`config.mk`:
```
export PLATFORM = sky130hd
export DESIGN_NAME = xorshift_test_pattern_generator
export DESIGN_NICKNAME = d
export VERILOG_FILES = /design/src/rtl/core/xtpg_pkg.sv /design/src/rtl/core/xorshift_test_pattern_generator.sv /design/src/rtl/core/xtpg_seed_mul.sv /design/src/rtl/core/xtpg_advance.sv
export SDC_FILE = /design/constraint.sdc
export NUM_CORES = 2
export LEC_CHECK = 0
export BUFFER_PORTS_ARGS = -buffer_cell sky130_fd_sc_hd__clkbuf_2
export CAP_MARGIN = 20
export CORE_MARGIN = 2
export CORE_UTILIZATION = 60
export CTS_BUF_LIST = sky130_fd_sc_hd__clkbuf_2
export CTS_CLUSTER_SIZE = 12
export DETAILED_ROUTE_END_ITERATION = 10
export GPL_TIMING_DRIVEN = 0
export PLACE_DENSITY = 0.76
export RECOVER_POWER = 25
export SYNTH_ARGS = -nofsm -noshare
export SYNTH_HDL_FRONTEND = slang
export SYNTH_SLANG_ARGS = --single-unit
export TNS_END_PERCENT = 10
```
`constraint.sdc`:
```
create_clock -name clk -period 13.45 [get_ports clk]
set_clock_uncertainty 0.15 [all_clocks]
set_input_delay 0 -clock clk [delete_from_list [all_inputs] [get_ports clk]]
set_output_delay 0 -clock clk [all_outputs]
set_load 0.02 [all_outputs]
```
`src/rtl/core/xtpg_pkg.sv`:
```
// Package for the xorshift test pattern generator.
// Holds the request and word types, the state encoding and fixed constants.
// No dependencies.
package xtpg_pkg;

  localparam int OFFSET_FIELD_W = 24;
  localparam int COUNT_FIELD_W  = 10;
  localparam int SKIP_W         = OFFSET_FIELD_W - 3;

  localparam logic [63:0] SEED_MUL = 64'h9E37_79B9_7F4A_7C15;

  localparam int SHIFT_A = 13;
  localparam int SHIFT_B = 7;
  localparam int SHIFT_C = 17;

  typedef struct packed {
    logic [63:0]                 disk_id_high;
    logic [63:0]                 disk_id_low;
    logic [OFFSET_FIELD_W-1:0]   pattern_offset;
    logic [COUNT_FIELD_W-1:0]    byte_count;
  } xtpg_req_t;

  typedef struct packed {
    logic [63:0] word_data;
    logic [3:0]  valid_bytes;
    logic        last_word;
  } xtpg_word_t;

  typedef enum logic [1:0] {
    ST_IDLE,
    ST_SEED,
    ST_SKIP,
    ST_EMIT
  } xtpg_state_t;

endpackage

```
`src/rtl/core/xorshift_test_pattern_generator.sv`:
```
// Xorshift test pattern generator, top level.
// Instantiates xtpg_seed_mul and xtpg_advance; uses xtpg_pkg.
//
// Usage:
//   in_valid/in_ready/in_word carry one request: disk identifier halves, byte
//   offset and byte count. A request is taken only when the block is idle.
//   out_valid/out_ready/out_word carry the pattern, one 64-bit word per eight
//   bytes, byte 0 in the low byte; the final word has last_word set and its
//   count of valid bytes. A request with a zero count gives no words.
//   Counts above MAX_WORDS*8 are clipped; the offset is masked to OFFSET_BITS.
// Timing:
//   The seed multiply runs on one 32x32 multiplier, then one generator step
//   per cycle: pattern_offset/8 skip steps, then one step per output word,
//   each output step waiting while the output register is held off.
//   in_ready returns once the last word is loaded into the output register.
// Reset and stall:
//   rst_n clears the sequencer and drops out_valid. A held-off word stays in
//   the output register and the generator waits until out_ready.
module xorshift_test_pattern_generator #(
  parameter int MAX_WORDS   = 64,
  parameter int OFFSET_BITS = 24
) (
  input  logic               clk,
  input  logic               rst_n,
  input  logic               in_valid,
  output logic               in_ready,
  input  xtpg_pkg::xtpg_req_t  in_word,
  output logic               out_valid,
  input  logic               out_ready,
  output xtpg_pkg::xtpg_word_t out_word
);
  import xtpg_pkg::*;

  localparam int OffUsed = (OFFSET_BITS < OFFSET_FIELD_W) ? OFFSET_BITS : OFFSET_FIELD_W;
  localparam logic [OFFSET_FIELD_W-1:0] OffMask =
    OFFSET_FIELD_W'((64'd1 << OffUsed) - 64'd1);
  localparam logic [COUNT_FIELD_W-1:0] MaxBytes = COUNT_FIELD_W'(MAX_WORDS * 8);

  xtpg_state_t              state_r, state_nxt;
  logic [63:0]              gen_r, gen_nxt;
  logic [63:0]              hi_r, hi_nxt;
  logic [SKIP_W-1:0]        skip_r, skip_nxt;
  logic [COUNT_FIELD_W-1:0] bytes_r, bytes_nxt;
  logic                     out_valid_r, out_valid_nxt;
  xtpg_word_t               out_word_r, out_word_nxt;

  logic                      accept;
  logic [OFFSET_FIELD_W-1:0] off_masked;
  logic [COUNT_FIELD_W-1:0]  cnt_clip;
  logic [3:0]                take;
  logic [COUNT_FIELD_W-1:0]  bytes_after;
  logic                      mul_done;
  logic [63:0]               mul_product;
  logic [63:0]               gen_step;
  logic                      out_free;

  assign in_ready   = (state_r == ST_IDLE);
  assign accept     = in_valid && in_ready;
  assign off_masked = in_word.pattern_offset & OffMask;
  assign cnt_clip   = (in_word.byte_count > MaxBytes) ? MaxBytes : in_word.byte_count;
  assign take       = (bytes_r < COUNT_FIELD_W'(8)) ? bytes_r[3:0] : 4'd8;
  assign bytes_after = bytes_r - COUNT_FIELD_W'(take);
  assign out_free   = !out_valid_r || out_ready;

  xtpg_seed_mul u_seed_mul (
    .clk     (clk),
    .rst_n   (rst_n),
    .start   (accept && (in_word.byte_count != '0)),
    .operand (in_word.disk_id_low),
    .done    (mul_done),
    .product (mul_product)
  );

  xtpg_advance u_advance (
    .state_in  (gen_r),
    .state_out (gen_step)
  );

  always_ff @(posedge clk) begin
    if (!rst_n) begin
      state_r     <= ST_IDLE;
      out_valid_r <= 1'b0;
    end else begin
      state_r     <= state_nxt;
      out_valid_r <= out_valid_nxt;
    end
  end

  always_ff @(posedge clk) begin
    gen_r      <= gen_nxt;
    hi_r       <= hi_nxt;
    skip_r     <= skip_nxt;
    bytes_r    <= bytes_nxt;
    out_word_r <= out_word_nxt;
  end

  always_comb begin
    state_nxt     = state_r;
    gen_nxt       = gen_r;
    hi_nxt        = hi_r;
    skip_nxt      = skip_r;
    bytes_nxt     = bytes_r;
    out_word_nxt  = out_word_r;
    out_valid_nxt = out_valid_r && !out_ready;
    unique case (state_r)
      ST_IDLE: begin
        if (accept && (in_word.byte_count != '0)) begin
          hi_nxt    = in_word.disk_id_high;
          skip_nxt  = off_masked[OFFSET_FIELD_W-1:3];
          bytes_nxt = cnt_clip;
          state_nxt = ST_SEED;
        end
      end
      ST_SEED: begin
        if (mul_done) begin
          gen_nxt   = hi_r ^ mul_product;
          state_nxt = (skip_r != '0) ? ST_SKIP : ST_EMIT;
        end
      end
      ST_SKIP: begin
        gen_nxt  = gen_step;
        skip_nxt = skip_r - SKIP_W'(1);
        if (skip_r == SKIP_W'(1)) begin
          state_nxt = ST_EMIT;
        end
      end
      ST_EMIT: begin
        if (out_free) begin
          gen_nxt                  = gen_step;
          bytes_nxt                = bytes_after;
          out_word_nxt.word_data   = gen_step;
          out_word_nxt.valid_bytes = take;
          out_word_nxt.last_word   = (bytes_after == '0);
          out_valid_nxt            = 1'b1;
          if (bytes_after == '0) begin
            state_nxt = ST_IDLE;
          end
        end
      end
      default: begin
        state_nxt = ST_IDLE;
      end
    endcase
  end

  assign out_valid = out_valid_r;
  assign out_word  = out_word_r;

endmodule

```
`src/rtl/core/xtpg_seed_mul.sv`:
```
// Seed multiplier: low identifier half times the golden-ratio constant, mod 2^64.
// One shared 32x32 multiplier, three partial products in sequence.
// Depends on xtpg_pkg.
module xtpg_seed_mul (
  input  logic        clk,
  input  logic        rst_n,
  input  logic        start,
  input  logic [63:0] operand,
  output logic        done,
  output logic [63:0] product
);
  import xtpg_pkg::*;

  logic [63:0] a_r;
  logic [63:0] acc_r;
  logic [63:0] prod_r;
  logic [1:0]  phase_r;
  logic        busy_r;
  logic        done_r;
  logic [31:0] opa;
  logic [31:0] opb;

  always_comb begin
    case (phase_r)
      2'd0: begin
        opa = a_r[31:0];
        opb = SEED_MUL[31:0];
      end
      2'd1: begin
        opa = a_r[31:0];
        opb = SEED_MUL[63:32];
      end
      default: begin
        opa = a_r[63:32];
        opb = SEED_MUL[31:0];
      end
    endcase
  end

  always_ff @(posedge clk) begin
    if (!rst_n) begin
      busy_r  <= 1'b0;
      done_r  <= 1'b0;
      phase_r <= 2'd0;
    end else begin
      done_r <= 1'b0;
      if (start) begin
        busy_r  <= 1'b1;
        phase_r <= 2'd0;
      end else if (busy_r) begin
        phase_r <= phase_r + 2'd1;
        if (phase_r == 2'd3) begin
          busy_r <= 1'b0;
          done_r <= 1'b1;
        end
      end
    end
  end

  always_ff @(posedge clk) begin
    if (start) begin
      a_r <= operand;
    end
    if (busy_r) begin
      prod_r <= 64'(opa) * 64'(opb);
      case (phase_r)
        2'd0:    acc_r <= acc_r;
        2'd1:    acc_r <= prod_r;
        default: acc_r[63:32] <= acc_r[63:32] + prod_r[31:0];
      endcase
    end
  end

  assign done    = done_r;
  assign product = acc_r;

endmodule

```
`src/rtl/core/xtpg_advance.sv`:
```
// One xorshift64 step: shift left 13, right 7, left 17, each folded by XOR.
// Shared by the skip and emit phases of the sequencer.
// Depends on xtpg_pkg.
module xtpg_advance (
  input  logic [63:0] state_in,
  output logic [63:0] state_out
);
  import xtpg_pkg::*;

  logic [63:0] x1;
  logic [63:0] x2;

  assign x1        = state_in ^ (state_in << SHIFT_A);
  assign x2        = x1 ^ (x1 >> SHIFT_B);
  assign state_out = x2 ^ (x2 << SHIFT_C);

endmodule

```
# Word level (Yosys, flattened, before mapping)
# Index checks and enable logic that the tools add are counted.
[totals]
regBits = 427
wordCells = 92
in_bits = 166
out_inout_bits = 71
[op_classes]
multipliers = 1
bitwise = 7
n_eq_ne = 11
n_addsub = 4
n_lt_le_gt_ge = 2
n_mux = 26
reduce_logical = 25
[ops]
columns = ["operator", "count"]
rows = [
  ["one-hot mux 64 bit (3 select lines)", 1],
  ["bitwise XOR 64 bit", 3],
  ["two-way mux 64 bit", 2],
  ["multiplier 32 x 32 -> 64 bit", 1],
  ["two-way mux 32 bit", 2],
  ["one-hot mux 32 bit (2 select lines)", 1],
  ["bitwise XOR 64 x 57 -> 64 bit", 1],
  ["one-hot mux 21 bit (2 select lines)", 1],
  ["adder 32 bit", 1],
  ["two-way mux 10 bit", 3],
  ["== test 21 x 1 -> 1 bit, second input constant", 1],
  ["two-way mux 21 bit", 1],
  ["nonzero test 21 bit", 1],
  ["subtractor 21 x 1 -> 21 bit, second input constant", 1],
  ["one-hot mux 10 bit (2 select lines)", 1],
  ["> comparator 10 bit, second input constant", 1],
  ["logical NOT 10 bit", 1],
  ["< comparator 10 x 4 -> 1 bit, second input constant", 1],
  ["two-way mux 2 bit", 5],
  ["AND reduction 2 bit", 5],
  ["nonzero test 10 bit", 1],
  ["subtractor 10 x 4 -> 10 bit", 1],
  ["one-hot mux 2 bit (4 select lines)", 1],
  ["two-way mux 1 bit", 7],
  ["other kinds (17)", 32],
]

# Logic depth before layout (Yosys ltp)
[depth]
word_depth = 7
ltp_mapped = 34
depth_no_buf = 32

# Cells and area by module
# From an unflattened synthesis, not the netlist that was laid out.
[hier_totals]
hier_cells = 4149
area_unflattened_um2 = 44476.4
[modules_own_cells]
columns = ["module", "n_inst", "area_per_inst_um2", "seq_area_each_um2", "cells_each"]
rows = [
  ["xtpg_seed_mul", 1, 33614.7, 5845.6, 3331],
  ["xorshift_test_pattern_generator", 1, 9360.2, 6906.6, 650],
  ["xtpg_advance", 1, 1501.4, 0.0, 168],
]

# Least setup slack after synthesis
# Ideal clock, no wire load.
[synth_timing]
path_type = "register to register"
from = "register u_seed_mul.phase_r[0]"
to = "register u_seed_mul.prod_r[60], data pin"
stages_incl_launch_ff = 31
n_path_buf = 3
setup_ns = 0.180
period_less_slack_ns = 9.459
path_slack_ns = 3.991
arrival_time_ns = 9.129
path_cell_list = "dfxtp_1 inv_1 ha_1 nor2_1 clkbuf_1 buf_1 mux2i_1 inv_1 fa_1 fa_1 inv_1 fa_1 fa_1 inv_1 fa_1 fa_1 fa_1 inv_1 fa_1 inv_1 ha_1 clkbuf_1 nand2_1 or4_1 nor2b_1 a211oi_1 o21ai_0 a221o_1 a21oi_1 or4_1 a221oi_1"
[synth_between]
elab_chain_cells = 4
elab_cells_between_ends = 6
classes_between = "mul: 1; eq/ne: 1; mux: 2; reduce/logical: 2"
[synth_rtl]
columns = ["item", "line_no", "rtl"]
rows = [
  ["from (decl)", "xtpg_seed_mul.sv:17", "logic [1:0] phase_r;"],
  ["from (signal assigned)", "xtpg_seed_mul.sv:51", "phase_r <= phase_r + 2'd1;"],
  ["== test 2 x 1 -> 1 bit / logical NOT 2 bit (equally long branches)", "xtpg_seed_mul.sv:24", "case (phase_r)"],
  ["OR reduction 2 bit (no line)", "n/a", ""],
  ["two-way mux 32 bit", "xtpg_seed_mul.sv:24", ""],
  ["multiplier 32 x 32 -> 64 bit *", "xtpg_seed_mul.sv:65", "prod_r <= 64'(opa) * 64'(opb);"],
  ["to (signal assigned)", "xtpg_seed_mul.sv:65", ""],
  ["to (decl)", "xtpg_seed_mul.sv:16", "logic [63:0] prod_r;"],
]
# Every way passes the cells marked *; elsewhere a longest branch is shown, timed or not.
# A chain may end at the register's enable or synchronous reset.

# Final worst setup path
[layout_timing]
from = "register u_seed_mul.phase_r[0]"
to = "register u_seed_mul.prod_r[62], data pin"
# Same word-level chain as after synthesis.

==> results.toml <==
[outcome]
status = "finished, violations left"
violations = "capacitance limit, slew limit"

[worst_hold_path]
min_path_type = "in -> reg"
min_path_cells = 5
worstHoldEndpoint = "skip_r[1]"
hold_path_startpoint = "in_word[14]"

[logic_synthesis]
synth-compound-area-share_pct = 7.45
synth_top_area_cell = "edfxtp_1"
synthMuxAreaShare_pct = 1.03
yosysUniqueCellTypes = 73
syn_avg_cell_area_um2 = 10.8
synth_top_family_by_area = "adder cells"
ys_ff_latch = 427
synth_edf_count = 420
synthXorXnorAreaFrac_pct = 8.08
synthAdderAreaFrac_pct = 39.6
synthTopCellsByArea = "edfxtp_1 29%, fa_1 26%, ha_1 13%"
syn_area_um2 = 43700
async_flop_share_pct = 0
yosysSeqAreaShare_pct = 29.2
synthCells = 4029
synth.top_cell.area_share_pct = 28.9
synth_top_flop_cell = "edfxtp_1"
synth_simple_gate_area_share_pct = 6.41
yosysWarnings = 0

[cells_and_area]
postLayoutCoreUtil_pct = 72.4
areaGrowthSynthToFinish_pct = 19.1
fin_nets = 6081
drive_above_1_share_pct = 8.78
fin_cells = 5914

[clock_tree]
htree_levels = 3
numCtsBuffers = 109
clock-sinks = 427
cts_setup_buffers = 0
cts.clk_slew.worst_paths_ns = 0.16
postCtsHoldBufs = 461
cts_tree = "yes"
cts_resized = 0
cts_buffer_depth = 3
cts_root_buffer = "clkbuf_2"
worstSkewPairLatency_ns = 1.29

[routing]
vias = 33800
drt_iter0_markers = 3713
dr_wl_met3_um = 13900
dr.pass1.iters = 8
drt-met1-wl_um = 51400
viasPerCell = 5.72
wl_per_cell_um = 24.0
top_layer_used = "met4"
remaining_drc_errors = 0
ant_nets = 0
route.met2.wl_um = 66400
wl_um = 142000

[worst_setup_path]
r2r_end = "u_seed_mul.prod_r[62]"
crit_slowest_cell = "nor2_1"
reg2reg_depth = 30
worstPathMaxFanout = 10
r2r_setup_slack_ns = 1.29
arrival_ns = 12.95
crit_path_end_kind = "register"
cp.required_ns = 14.25
critPathLaunchType = "register"
crit_top_cell = "fa_1"
critPathMaxStageDelay_ns = 0.91
crit_type = "reg -> reg"
r2r-start = "u_seed_mul.phase_r[0]"

[sta]
setup_viol = 0
min_period_ns = 12.16
maxSlewHeadroom_pct = -96.4
tightest_slew_ns = 2.95
hold_viol_final = 0
slew_violations = 71
tns_ns = 0
rsz0062_at_grt = "no"
finalCritPeriodShare_pct = 90.4
max_freq_mhz = 82.3

[placement]
numPortBuffers = 233
place_inst = 5255
gp_congestion = 1.06
dp_hpwl_um = 108000

[floorplan]
die_h_um = 274
rows = 98
dieArea_um2 = 75000
start_util_pct = 60.8
ios = 237
die_w_um = 274
core_area_um2 = 71900

[global_routing]
grt_pass1_wl_um = 209000
grt_antenna_before_repair = 5
gr-total-overflow = 0
grt_pass1_vias = 35400
grt_max_degree = 71
grt_usage_pct = 38.1

[run]
cap_violations = 1
cells in the final DEF (no fill, tap or decap), types with 11 or more instances in the layout:
cell type | synthesis | layout
nand4_1 | 23 | 23
nor4_1 | 11 | 11
nand2_1 | 208 | 208
inv_1 | 833 | 831
nor2b_1 | 20 | 19
a21oi_1 | 182 | 182
and3_1 | 28 | 28
o21ai_0 | 138 | 137
and2_1 | 13 | 13
clkbuf_2 | 0 | 382
mux2i_1 | 37 | 37
fa_1 | 572 | 572
xor2_1 | 89 | 89
nor2_1 | 214 | 213
dlygate4sd3_1 | 0 | 461
a21o_1 | 65 | 65
nand3_1 | 22 | 22
nor3_1 | 32 | 32
conb_1 | 2 | 33
nand2b_1 | 28 | 28
o21bai_1 | 24 | 24
clkinv_1 | 3 | 22
xnor2_1 | 314 | 314
a31oi_1 | 11 | 11
buf_1 | 17 | 17
ha_1 | 464 | 464
a21boi_0 | 12 | 12
edfxtp_1 | 420 | 420
clkbuf_1 | 102 | 114
layer usage:
layer,vias up,track usage [%]
met5,-,0
met1,16400,46.7
met3,553,8.39
met4,0,22.5
met2,2087,62.1
li1,14800,-
sequential cells by signal, summed over array words and instances, names as in the netlist, 2 cells and up:
register,flops
u_seed_mul.prod_r,64
u_seed_mul.a_r,64
out_word,69
u_seed_mul.product,64
bytes_r,10
state_r,2
u_seed_mul.phase_r,2
hi_r,64
skip_r,21
gen_r,64
cell usage after synthesis, types with 6 or more instances:
cell / count
xnor2_1: 314
mux2i_1: 37
and2_1: 13
nand2_1: 208
dfxtp_1: 7
edfxtp_1: 420
buf_1: 17
o21ai_0: 138
a22oi_1: 9
or4_1: 6
a21oi_1: 182
a211oi_1: 8
nand4_1: 23
nor4_1: 11
nor2_1: 214
xor2_1: 89
o31ai_1: 9
a21boi_0: 12
nor3_1: 32
a31oi_1: 11
o21bai_1: 24
nand3_1: 22
o21a_1: 9
ha_1: 464
a21o_1: 65
fa_1: 572
nand2b_1: 28
nor2b_1: 20
clkbuf_1: 102
mux2_2: 7
inv_1: 833
o211ai_1: 9
and3_1: 28
cells by family (layout without fill, tap and decap cells):
logic type               Yosys count  after routing
multiplexers                      44             44
AO/OA/AOI/OAI                    531            531
XOR/XNOR                         403            403
other                              2             40
buffers and inverters            961           1858
AND/OR/NAND/NOR                  622            622
adder cells (fa/ha/maj)         1039           1039
flip-flops                       427            427
layout make-up:
| type | instances | area, µm² |
|---|---|---|
| Timing Repair Buffer | 708 | 5990 |
| Inverter | 839 | 3150 |
| Multi-Input combinational cell | 2672 | 27500 |
| Fill cell | 5057 | 19800 |
| Antenna cell | 7 | 17.5 |
| Sequential cell | 427 | 12800 |
| Clock buffer | 161 | 806 |
| Buffer | 122 | 463 |
| Clock inverter | 28 | 189 |
| Tap cell | 950 | 1190 |
worst max-delay path: cells and delay by family (launching register included):
kind | cells | cell delay (ns)
buffers and inverters | 7 | 2.19
AO/OA/AOI/OAI | 6 | 1.80
multiplexers | 1 | 0.71
adder cells (fa/ha/maj) | 10 | 4.44
flip-flops | 1 | 0.41
XOR/XNOR | 1 | 0.17
AND/OR/NAND/NOR | 5 | 2.00
worst max path at each step:
stage	startpoint	endpoint	slack, ns	cells after the start
global route	u_seed_mul.phase_r[0]	u_seed_mul.prod_r[62]	0.94	30
CTS	u_seed_mul.phase_r[0]	u_seed_mul.prod_r[62]	1.37	30
global placement	u_seed_mul.phase_r[1]	u_seed_mul.prod_r[61]	0.75	30
detailed placement	u_seed_mul.phase_r[0]	u_seed_mul.prod_r[62]	1.40	30
floorplan	u_seed_mul.phase_r[0]	u_seed_mul.prod_r[60]	3.99	30
finish	u_seed_mul.phase_r[0]	u_seed_mul.prod_r[62]	1.29	30
through the flow:
step                hold WS, ns  cell area, µm²  worst slack [ns]
global route           -0.00704           52000             0.944
global placement         0.0265           46200             0.753
detailed placement       0.0286           46400              1.40
finish                   0.0529           52000              1.29
CTS                     0.00290           52000              1.37
floorplan               -0.0511           43800              3.99
Power is not shown: default switching activity piles up to over one toggle a cycle in this logic, so the estimate is an artifact.
